<file path="config.mk">
export PLATFORM = sky130hd
export DESIGN_NAME = byte_pattern_hunter
export DESIGN_NICKNAME = d
export VERILOG_FILES = /design/src/rtl/core/bph_pkg.sv /design/src/rtl/core/byte_pattern_hunter.sv /design/src/rtl/core/bph_scan.sv /design/src/rtl/core/bph_out_queue.sv
export SDC_FILE = /design/constraint.sdc
export NUM_CORES = 1
export LEC_CHECK = 0
export BUFFER_PORTS_ARGS = -buffer_cell sky130_fd_sc_hd__buf_2
export CAP_MARGIN = 5
export CORE_MARGIN = 4
export CORE_UTILIZATION = 53
export CTS_CLUSTER_DIAMETER = 200
export DETAILED_ROUTE_END_ITERATION = 7
export PLACE_DENSITY = 0.82
export SLEW_MARGIN = 20
export SYNTH_ARGS = -nofsm -noshare
export SYNTH_HDL_FRONTEND = slang
export SYNTH_SLANG_ARGS = --single-unit
</file>
<file path="constraint.sdc">
create_clock -name clk_i -period 8.8 [get_ports clk_i]
set_clock_uncertainty 0.2 [all_clocks]
set_input_delay 1.76 -clock clk_i [delete_from_list [all_inputs] [get_ports clk_i]]
set_output_delay 1.76 -clock clk_i [all_outputs]
set_load 0.1 [all_outputs]
</file>
<file path="src/rtl/core/bph_pkg.sv">
// bph_pkg: types, constants and helpers shared by the byte pattern hunter
// no dependencies; used by bph_scan, bph_out_queue and byte_pattern_hunter
`default_nettype none

package bph_pkg;

  localparam int unsigned BPH_PATTERN_MAX = 8;
  localparam int unsigned BPH_HITS_MAX    = 16;
  localparam int unsigned BPH_QUEUE_DEPTH = 4;

  localparam int unsigned ADDR_W    = 28;
  localparam int unsigned PATTERN_W = 64;
  localparam int unsigned PLEN_W    = 4;
  localparam int unsigned COUNT_W   = 5;
  localparam int unsigned CFG_IDX_W = 2;

  localparam logic [CFG_IDX_W-1:0] CFG_START_ADDRESS  = 2'd0;
  localparam logic [CFG_IDX_W-1:0] CFG_PATTERN        = 2'd1;
  localparam logic [CFG_IDX_W-1:0] CFG_PATTERN_LENGTH = 2'd2;

  localparam logic KIND_HIT     = 1'b0;
  localparam logic KIND_SUMMARY = 1'b1;

  typedef struct packed {
    logic [7:0] data_byte;
    logic       present;
    logic       start_ok;
    logic       last_byte;
  } item_t;

  typedef struct packed {
    logic              kind;
    logic [ADDR_W-1:0] hit_address;
    logic [COUNT_W-1:0] hit_count;
    logic              truncated;
    logic              last_result;
  } result_t;

  typedef struct packed {
    logic hit;
    logic summary;
  } push_t;

  // pattern byte k, zero beyond the eighth byte
  function automatic logic [7:0] pattern_byte(logic [PATTERN_W-1:0] pat, logic [4:0] k);
    logic [7:0] b;
    b = 8'h00;
    if (k < 5'd8) begin
      b = pat[{k[2:0], 3'b000} +: 8];
    end
    return b;
  endfunction

endpackage

`default_nettype wire

</file>
<file path="src/rtl/core/byte_pattern_hunter.sv">
// byte_pattern_hunter: top level, config registers, input register and glue
// depends on bph_pkg, bph_scan and bph_out_queue
//
//   channel  direction  handshake              payload
//   in       input      in_valid_i/in_stall_o  data_byte, present, start_ok, last_byte
//   out      output     out_valid_o/out_stall_i kind, hit_address, hit_count, truncated,
//                                              last_result
//   cfg      input      cfg_valid_i/cfg_ready_o cfg_index_i, cfg_data_i
//
// one byte per cycle while the result queue has room; an accepted transaction is held in
// the input register, compared there, then written into the result queue and offered out
// a byte that yields a hit and a summary puts both into the queue in the same cycle
// the input stalls only while the four-entry result queue has fewer than two free slots
// reset clears the window, counters and queue; config resets to start 0, pattern 0, length 1
`default_nettype none

module byte_pattern_hunter #(
  parameter int unsigned PATTERN_MAX = bph_pkg::BPH_PATTERN_MAX,
  parameter int unsigned HIT_CAP     = bph_pkg::BPH_HITS_MAX
) (
  input  wire logic                            clk_i,
  input  wire logic                            rst_ni,

  input  wire logic                            in_valid_i,
  output logic                                 in_stall_o,
  input  wire logic [7:0]                      data_byte_i,
  input  wire logic                            present_i,
  input  wire logic                            start_ok_i,
  input  wire logic                            last_byte_i,

  output logic                                 out_valid_o,
  input  wire logic                            out_stall_i,
  output logic                                 kind_o,
  output logic [bph_pkg::ADDR_W-1:0]           hit_address_o,
  output logic [bph_pkg::COUNT_W-1:0]          hit_count_o,
  output logic                                 truncated_o,
  output logic                                 last_result_o,

  input  wire logic                            cfg_valid_i,
  output logic                                 cfg_ready_o,
  input  wire logic [bph_pkg::CFG_IDX_W-1:0]   cfg_index_i,
  input  wire logic [bph_pkg::PATTERN_W-1:0]   cfg_data_i
);

  logic [bph_pkg::ADDR_W-1:0]    start_address_q;
  logic [bph_pkg::PATTERN_W-1:0] pattern_q;
  logic [bph_pkg::PLEN_W-1:0]    pattern_length_q;

  bph_pkg::item_t   item_q;
  logic             item_vld_q;
  logic             accept, proc, room;
  bph_pkg::push_t   push;
  bph_pkg::result_t hit_res, sum_res, out_res;

  assign cfg_ready_o = 1'b1;

  always_ff @(posedge clk_i or negedge rst_ni) begin
    if (!rst_ni) begin
      start_address_q  <= '0;
      pattern_q        <= '0;
      pattern_length_q <= bph_pkg::PLEN_W'(1);
    end else if (cfg_valid_i && cfg_ready_o) begin
      unique case (cfg_index_i)
        bph_pkg::CFG_START_ADDRESS:  start_address_q  <= cfg_data_i[bph_pkg::ADDR_W-1:0];
        bph_pkg::CFG_PATTERN:        pattern_q        <= cfg_data_i;
        bph_pkg::CFG_PATTERN_LENGTH: pattern_length_q <= cfg_data_i[bph_pkg::PLEN_W-1:0];
        default: ;
      endcase
    end
  end

  assign proc       = item_vld_q && room;
  assign in_stall_o = item_vld_q && !room;
  assign accept     = in_valid_i && !in_stall_o;

  always_ff @(posedge clk_i or negedge rst_ni) begin
    if (!rst_ni) begin
      item_vld_q <= 1'b0;
    end else if (accept) begin
      item_vld_q <= 1'b1;
    end else if (proc) begin
      item_vld_q <= 1'b0;
    end
  end

  always_ff @(posedge clk_i) begin
    if (accept) begin
      item_q.data_byte <= data_byte_i;
      item_q.present   <= present_i;
      item_q.start_ok  <= start_ok_i;
      item_q.last_byte <= last_byte_i;
    end
  end

  bph_scan #(
    .PATTERN_MAX (PATTERN_MAX),
    .HIT_CAP     (HIT_CAP)
  ) u_scan (
    .clk_i            (clk_i),
    .rst_ni           (rst_ni),
    .proc_i           (proc),
    .item_i           (item_q),
    .start_address_i  (start_address_q),
    .pattern_i        (pattern_q),
    .pattern_length_i (pattern_length_q),
    .push_o           (push),
    .hit_res_o        (hit_res),
    .sum_res_o        (sum_res)
  );

  bph_out_queue #(
    .DEPTH (bph_pkg::BPH_QUEUE_DEPTH)
  ) u_queue (
    .clk_i       (clk_i),
    .rst_ni      (rst_ni),
    .push_i      (push),
    .hit_res_i   (hit_res),
    .sum_res_i   (sum_res),
    .room_o      (room),
    .out_valid_o (out_valid_o),
    .out_stall_i (out_stall_i),
    .out_res_o   (out_res)
  );

  assign kind_o        = out_res.kind;
  assign hit_address_o = out_res.hit_address;
  assign hit_count_o   = out_res.hit_count;
  assign truncated_o   = out_res.truncated;
  assign last_result_o = out_res.last_result;

  a_stall_only_when_full: assert property (@(posedge clk_i) disable iff (!rst_ni)
    in_stall_o |-> (item_vld_q && !room))
    else $error("input stalled with room in the queue");

endmodule

`default_nettype wire

</file>
<file path="src/rtl/core/bph_scan.sv">
// bph_scan: byte window, match compare and stream counters
// depends on bph_pkg
`default_nettype none

module bph_scan #(
  parameter int unsigned PATTERN_MAX = bph_pkg::BPH_PATTERN_MAX,
  parameter int unsigned HIT_CAP     = bph_pkg::BPH_HITS_MAX
) (
  input  wire logic                            clk_i,
  input  wire logic                            rst_ni,
  input  wire logic                            proc_i,
  input  wire bph_pkg::item_t                  item_i,
  input  wire logic [bph_pkg::ADDR_W-1:0]      start_address_i,
  input  wire logic [bph_pkg::PATTERN_W-1:0]   pattern_i,
  input  wire logic [bph_pkg::PLEN_W-1:0]      pattern_length_i,
  output bph_pkg::push_t                       push_o,
  output bph_pkg::result_t                     hit_res_o,
  output bph_pkg::result_t                     sum_res_o
);

  localparam int unsigned IDX_W   = (PATTERN_MAX > 1) ? $clog2(PATTERN_MAX) : 1;
  localparam int unsigned CNT_RAW = $clog2(HIT_CAP + 1);
  localparam int unsigned CNT_W   = (CNT_RAW < bph_pkg::COUNT_W) ? bph_pkg::COUNT_W : CNT_RAW;

  logic [7:0]                  bytes_q [PATTERN_MAX];
  logic [7:0]                  bytes_d [PATTERN_MAX];
  logic [PATTERN_MAX-1:0]      pres_q, pres_d, strt_q, strt_d;
  logic [bph_pkg::ADDR_W-1:0]  pos_q, pos_d;
  logic [CNT_W-1:0]            hits_q, hits_d, hits_inc, hits_after;
  logic                        later_q, later_d, later_after;

  logic [4:0]                  len_m1;
  logic [IDX_W-1:0]            cand_idx;
  logic                        cand, at_cap, match, hit;

  always_comb begin
    len_m1 = 5'd0;
    if (pattern_length_i == '0) begin
      len_m1 = 5'd0;
    end else if ({1'b0, pattern_length_i} > 5'(PATTERN_MAX)) begin
      len_m1 = 5'(PATTERN_MAX - 1);
    end else begin
      len_m1 = {1'b0, pattern_length_i} - 5'd1;
    end
  end

  assign cand_idx = len_m1[IDX_W-1:0];

  // shifted window with the new byte in slot zero
  always_comb begin
    bytes_d[0] = item_i.data_byte;
    pres_d[0]  = item_i.present;
    strt_d[0]  = item_i.start_ok;
    for (int i = 1; i < PATTERN_MAX; i++) begin
      bytes_d[i] = bytes_q[i-1];
      pres_d[i]  = pres_q[i-1];
      strt_d[i]  = strt_q[i-1];
    end
  end

  always_comb begin
    match = 1'b1;
    for (int w = 0; w < PATTERN_MAX; w++) begin
      if (5'(w) <= len_m1) begin
        if (!pres_d[w] || (bytes_d[w] != bph_pkg::pattern_byte(pattern_i, len_m1 - 5'(w)))) begin
          match = 1'b0;
        end
      end
    end
  end

  assign cand        = strt_d[cand_idx];
  assign at_cap      = (hits_q >= CNT_W'(HIT_CAP));
  assign hit         = cand && !at_cap && match;
  assign hits_inc    = hits_q + CNT_W'(1);
  assign hits_after  = hit ? hits_inc : hits_q;
  assign later_after = later_q | (cand & at_cap);

  assign push_o.hit     = proc_i && hit;
  assign push_o.summary = proc_i && item_i.last_byte;

  always_comb begin
    hit_res_o.kind        = bph_pkg::KIND_HIT;
    hit_res_o.hit_address = start_address_i + pos_q - bph_pkg::ADDR_W'(len_m1);
    hit_res_o.hit_count   = hits_inc[bph_pkg::COUNT_W-1:0];
    hit_res_o.truncated   = 1'b0;
    hit_res_o.last_result = !item_i.last_byte;

    sum_res_o.kind        = bph_pkg::KIND_SUMMARY;
    sum_res_o.hit_address = '0;
    sum_res_o.hit_count   = hits_after[bph_pkg::COUNT_W-1:0];
    sum_res_o.truncated   = (hits_after >= CNT_W'(HIT_CAP)) && later_after;
    sum_res_o.last_result = 1'b1;
  end

  always_comb begin
    pos_d   = pos_q + bph_pkg::ADDR_W'(1);
    hits_d  = hits_after;
    later_d = later_after;
    if (item_i.last_byte) begin
      pos_d   = '0;
      hits_d  = '0;
      later_d = 1'b0;
    end
  end

  always_ff @(posedge clk_i or negedge rst_ni) begin
    if (!rst_ni) begin
      pres_q  <= '0;
      strt_q  <= '0;
      pos_q   <= '0;
      hits_q  <= '0;
      later_q <= 1'b0;
    end else if (proc_i) begin
      pos_q   <= pos_d;
      hits_q  <= hits_d;
      later_q <= later_d;
      if (item_i.last_byte) begin
        pres_q <= '0;
        strt_q <= '0;
      end else begin
        pres_q <= pres_d;
        strt_q <= strt_d;
      end
    end
  end

  // bytes are only looked at while their present flag is set
  always_ff @(posedge clk_i) begin
    if (proc_i) begin
      bytes_q <= bytes_d;
    end
  end

  a_hit_below_cap: assert property (@(posedge clk_i) disable iff (!rst_ni)
    push_o.hit |-> (hits_q < CNT_W'(HIT_CAP)))
    else $error("hit reported with cap reached");

  a_last_clears: assert property (@(posedge clk_i) disable iff (!rst_ni)
    (proc_i && item_i.last_byte) |=> (hits_q == '0) && (pres_q == '0) && !later_q)
    else $error("stream state not cleared after last byte");

endmodule

`default_nettype wire

</file>
<file path="src/rtl/core/bph_out_queue.sv">
// bph_out_queue: small result queue taking up to two results per cycle
// depends on bph_pkg
`default_nettype none

module bph_out_queue #(
  parameter int unsigned DEPTH = bph_pkg::BPH_QUEUE_DEPTH
) (
  input  wire logic              clk_i,
  input  wire logic              rst_ni,
  input  wire bph_pkg::push_t    push_i,
  input  wire bph_pkg::result_t  hit_res_i,
  input  wire bph_pkg::result_t  sum_res_i,
  output logic                   room_o,
  output logic                   out_valid_o,
  input  wire logic              out_stall_i,
  output bph_pkg::result_t       out_res_o
);

  localparam int unsigned PTR_W = $clog2(DEPTH);
  localparam int unsigned CNT_W = $clog2(DEPTH + 1);

  bph_pkg::result_t   entries_q [DEPTH];
  logic [PTR_W-1:0]   wr_q, wr_d, rd_q, rd_d, wr_next;
  logic [CNT_W-1:0]   count_q, count_d;
  logic               pop;
  logic [1:0]         n_push;

  assign out_valid_o = (count_q != '0);
  assign pop         = out_valid_o && !out_stall_i;
  assign room_o      = (count_q <= CNT_W'(DEPTH - 2));
  assign out_res_o   = entries_q[rd_q];
  assign n_push      = {1'b0, push_i.hit} + {1'b0, push_i.summary};
  assign wr_next     = wr_q + PTR_W'(1);

  always_comb begin
    wr_d    = wr_q + PTR_W'(n_push);
    rd_d    = rd_q + PTR_W'(pop);
    count_d = count_q + CNT_W'(n_push) - CNT_W'(pop);
  end

  always_ff @(posedge clk_i or negedge rst_ni) begin
    if (!rst_ni) begin
      wr_q    <= '0;
      rd_q    <= '0;
      count_q <= '0;
    end else begin
      wr_q    <= wr_d;
      rd_q    <= rd_d;
      count_q <= count_d;
    end
  end

  // hit goes first, summary behind it
  always_ff @(posedge clk_i) begin
    if (push_i.hit) begin
      entries_q[wr_q] <= hit_res_i;
      if (push_i.summary) begin
        entries_q[wr_next] <= sum_res_i;
      end
    end else if (push_i.summary) begin
      entries_q[wr_q] <= sum_res_i;
    end
  end

  a_no_overflow: assert property (@(posedge clk_i) disable iff (!rst_ni)
    count_q <= CNT_W'(DEPTH))
    else $error("result queue overflow");

  a_push_has_room: assert property (@(posedge clk_i) disable iff (!rst_ni)
    (push_i.hit || push_i.summary) |-> room_o)
    else $error("push without room");

endmodule

`default_nettype wire
</file>
==> impl_summary.txt <==
----------------------------------------------------
[Outcome]
  Run status ... complete, no violations

[Layout]
  Final-layout fill cell count ... 3413
  Area overhead of the layout relative to synthesis ... 9.91%
  Final instance count without filler cells ... 2881
  Final net count ... 2477
  Util after Layout ... 58.9%
  Most common cell after layout, fill and taps aside ... nand2_1
  Antenna cells ... 0
  Post-route cell area ... 24100 sq um
  Highest-count cells in the layout ignoring fill and taps ... 173 x nand2_1, 165 x nor2_1, 155 x inv_1
  Layout cells sized above 1 ... 16.6%

[Placed design]
  IO Port Bufs ... 119
  Hpwl dp ... 55800 um
  Pre-CTS worst setup slack ... 0.965 ns
  Post-place instance area ... 22800 sq um
  Global placer's final weighted congestion ... 1.11
  Cell Count Post-Placement ... 2810

[Clock network]
  CTS sink count ... 363
  Clock Path Buffers ... 3
  Post-CTS Resized ... 0
  Setup fix buffers added after clock tree synthesis ... 0
  Clock buffers created by TritonCTS ... 40
  Clock network latency to the later pin of the worst-skew pair ... 0.59 ns
  Root Driver ... clkbuf_16
  Post-CTS Hold Fix Bufs ... 0
  TritonCTS clock tree ... done
  Clock-pin slew on the worst setup and hold paths ... 0.06 ns
  H-Tree Level Count ... 2

[Yosys]
  Post-Syn Nets ... 2421
  Syn_area_per_cell ... 9.67 sq um
  Number of enable-type register cells in the synthesized netlist ... 91
  Primary FF master, synth ... dfrtp_1
  Cell count after synthesis ... 2264
  Netlist area before placement ... 21900 sq um
  Sequential element share of the synthesized area ... 40.8%
  Number of storage elements in the synthesis netlist ... 363
  Number of unique standard cell types used by synthesis ... 97
  Synthesis warning total ... 0
  Async SR Flop Fraction ... 41.9%

[Timing]
  Worst slew slack as a fraction of its limit ... 24.1%
  Final setup violation count ... 0
  Clock period minus worst slack ... 8.04 ns
  Fmax ... 124 MHz
  Worst setup margin ... 0.759 ns
  Fin crit share ... 91.4%
  Slew of the pin with the lowest slew margin ... 1.13 ns
  Final hold vios ... 0
  RSZ-0062 raised after global routing ... false
  Worst hold slack across all endpoints ... 0.258 ns
  Setup TNS after final layout ... 0 ns
  Number of pins exceeding their max-slew limit in the final report ... 0

[Global routing]
  Vias in the first global route ... 18677
  Initial antenna violation count ... 0
  Global-route wire length before repair ... 114000 um
  Largest net degree at the start of global routing ... 89
  Total GRT Usage ... 33.2%
  Global-route congestion overflow total ... 0

[Die]
  Floorplan core area ... 40800 sq um
  Count of boundary I/O pins ... 121
  FP Rows ... 74
  Starting density of the core ... 53.6%
  Y dimension of the die ... 211 um
  Full die area ... 44600 sq um
  Die Wd ... 211 um

[Power]
  Pwr per Cell Area ... 393 nW/um^2
  Switching part of the total power ... 49.2%
  Design Power ... 9.46 mW
  Internal power ... 4.81 mW
  Clock power share ... 17.0%
  Combinational fraction of design power ... 51.9%
  Fraction of power consumed by sequential logic ... 31.1%
  Leakage power figure ... 10.0 nW
  Switching power ... 4.65 mW
  VDD IR-drop max ... 0.747 mV

[Setup path]
  Combined buffer and inverter count along the critical path ... 4
  Data required time at the worst endpoint ... 8.97 ns
  Nature of the critical path endpoint ... flop
  Worst setup SP type ... flop
  Cells traversed along the worst timing path ... inv_1 -> ha_1 -> nand2b_1 -> nand2_1 -> inv_2 -> ha_1 -> or2_2 -> a21oi_1 -> o21ai_0 -> o32ai_1 -> xnor2_1 -> nand2_1 -> or4_1 -> o31ai_1 -> o2111ai_1 -> or4_1 -> nor2_1 -> inv_1 -> ha_1 -> or3b_2 -> nor2_1 -> buf_4 -> o21ai_0 -> a221oi_1
  Biggest fanout along the worst timing path ... 16
  Max stage delay cell, worst path ... or4_1
  Kind of critical path ... flop to flop
  Data arrival at the endpoint of the critical path ... 8.21 ns
  Kind of cell adding the most delay to the critical path ... simple AND/OR/NAND/NOR gates
  Max incr delay on CP ... 0.71 ns
  Top cell by count, worst path ... ha_1
  Slack of the worst reg-to-reg path ... 0.76 ns

[Routing]
  Number of detailed-routing iterations run before antenna repair ... 7
  Vias per cell ... 6.75
  Antenna Nets Post-Route ... 0
  Detailed-route wire length per cell ... 26.2 um
  Wirelength, routed ... 75600 um
  Number of DRC violations after detailed-routing iteration 0 ... 3009
  Via count ... 19433
  DRC violation count after routing ... 0

[Hold path]
  Class of the worst hold path ... flop to flop

[Job]
  Count of maximum capacitance violations ... 0

----------------------------------------------------
kinds of logic (layout without fill, tap and decap cells):
family	count (synthesis)	in the layout	share of synthesized area, %
xor+xnor	75	75	3.09
simple gates	626	626	13.9
other cells	2	2	0.0343
buf+inv	301	386	5.75
compound gates	640	640	20.7
fa+ha+maj	79	79	4.65
flops	363	363	40.8
mux	178	178	11.0
sequential cells by signal (all words and copies together) (netlist names), 4 cells and up:
name / cells
item_q: 11
pattern_q: 64
u_scan.strt_q: 7
u_queue.entries_q: 144
pattern_length_q: 4
u_scan.pres_q: 7
start_address_q: 28
u_scan.bytes_d: 56
u_scan.pos_q: 28
u_scan.hits_q: 5
metal layers:
metal | global-route usage, % | part of all wire [%]
met5 | 0 | 0
met2 | 48.2 | 42
met3 | 10.0 | 12
met4 | 12.8 | 4.5
met1 | 47.0 | 41
area by class of cell:
type / instances / area, sq um / share of cell area [%]
tap: 532 / 666 / 2.77
inverter: 161 / 604 / 2.51
clock buffer: 53 / 1100 / 4.57
sequential: 363 / 8940 / 37.2
multi-input combinational: 1600 / 11800 / 48.8
clock inverter: 18 / 135 / 0.561
timing repair buffer: 154 / 865 / 3.59
power by group through the flow:
stage	clock network [mW]	logic, mW	registers [mW]
6_report	1.61	4.91	2.94
5_1_grt	1.70	5.19	2.97
4_1_cts	1.63	4.82	2.90
3_5_place_dp	0	4.79	2.92
3_3_place_gp	0	4.73	2.90
2_1_floorplan	0	3.78	2.60
path summary, 6_finish.rpt:
check                                               from  depth (start not counted)                       end
max in group asynchronous                         rst_ni                          2           u_queue.rd_q[1]
worst max-delay path                 pattern_length_q[1]                         24   u_queue.entries_q[2][4]
worst min register to register  u_queue.entries_q[1][34]                          2  u_queue.entries_q[1][34]
worst min-delay path            u_queue.entries_q[1][34]                          2  u_queue.entries_q[1][34]
min in group asynchronous                         rst_ni                          1             pattern_q[58]
worst max register to register       pattern_length_q[1]                         24   u_queue.entries_q[2][4]
synth_stat cells (all sizes together), types with 13 or more instances:
cell type    n  area share (%)
nand2      175             3.0
nor2       169             2.9
inv        159             2.7
dfrtp      151              17
o21ai      148             3.4
dfxtp      120              11
a22o       100             4.0
edfxtp      91              12
a21oi       89             2.1
mux2        86             4.4
clkbuf      82             1.4
ha          70             4.0
xnor2       59             2.4
buf         58             1.6
nor3        53             1.2
mux2i       51             2.4
nand3       50             1.1
mux4        41             4.2
o22ai       34            0.97
nand2b      27            0.81
nor3b       27            0.93
o31ai       24            0.82
a21o        23            0.79
or3         21            0.60
a211oi      19            0.65
a221o       17            0.78
a31oi       17            0.49
xor2        16            0.64
a221oi      14            0.56
and3        14            0.40
nand4       13            0.37
nor4        13            0.37
o21a        13            0.48
o32ai       13            0.52
worst register-to-register path, cell delays in order (launching register included):
cell and delay, ns:
dfrtp_1 0.58, inv_1 0.21, ha_1 0.45, nand2b_1 0.33
nand2_1 0.43, inv_2 0.21, ha_1 0.33, or2_2 0.37
a21oi_1 0.40, o21ai_0 0.16, o32ai_1 0.28, xnor2_1 0.18
nand2_1 0.06, or4_1 0.51, o31ai_1 0.22, o2111ai_1 0.19
or4_1 0.71, nor2_1 0.29, inv_1 0.11, ha_1 0.27
or3b_2 0.55, nor2_1 0.12, buf_4 0.26, o21ai_0 0.12
a221oi_1 0.27
No activity file was read; power rests on OpenSTA's default activity.
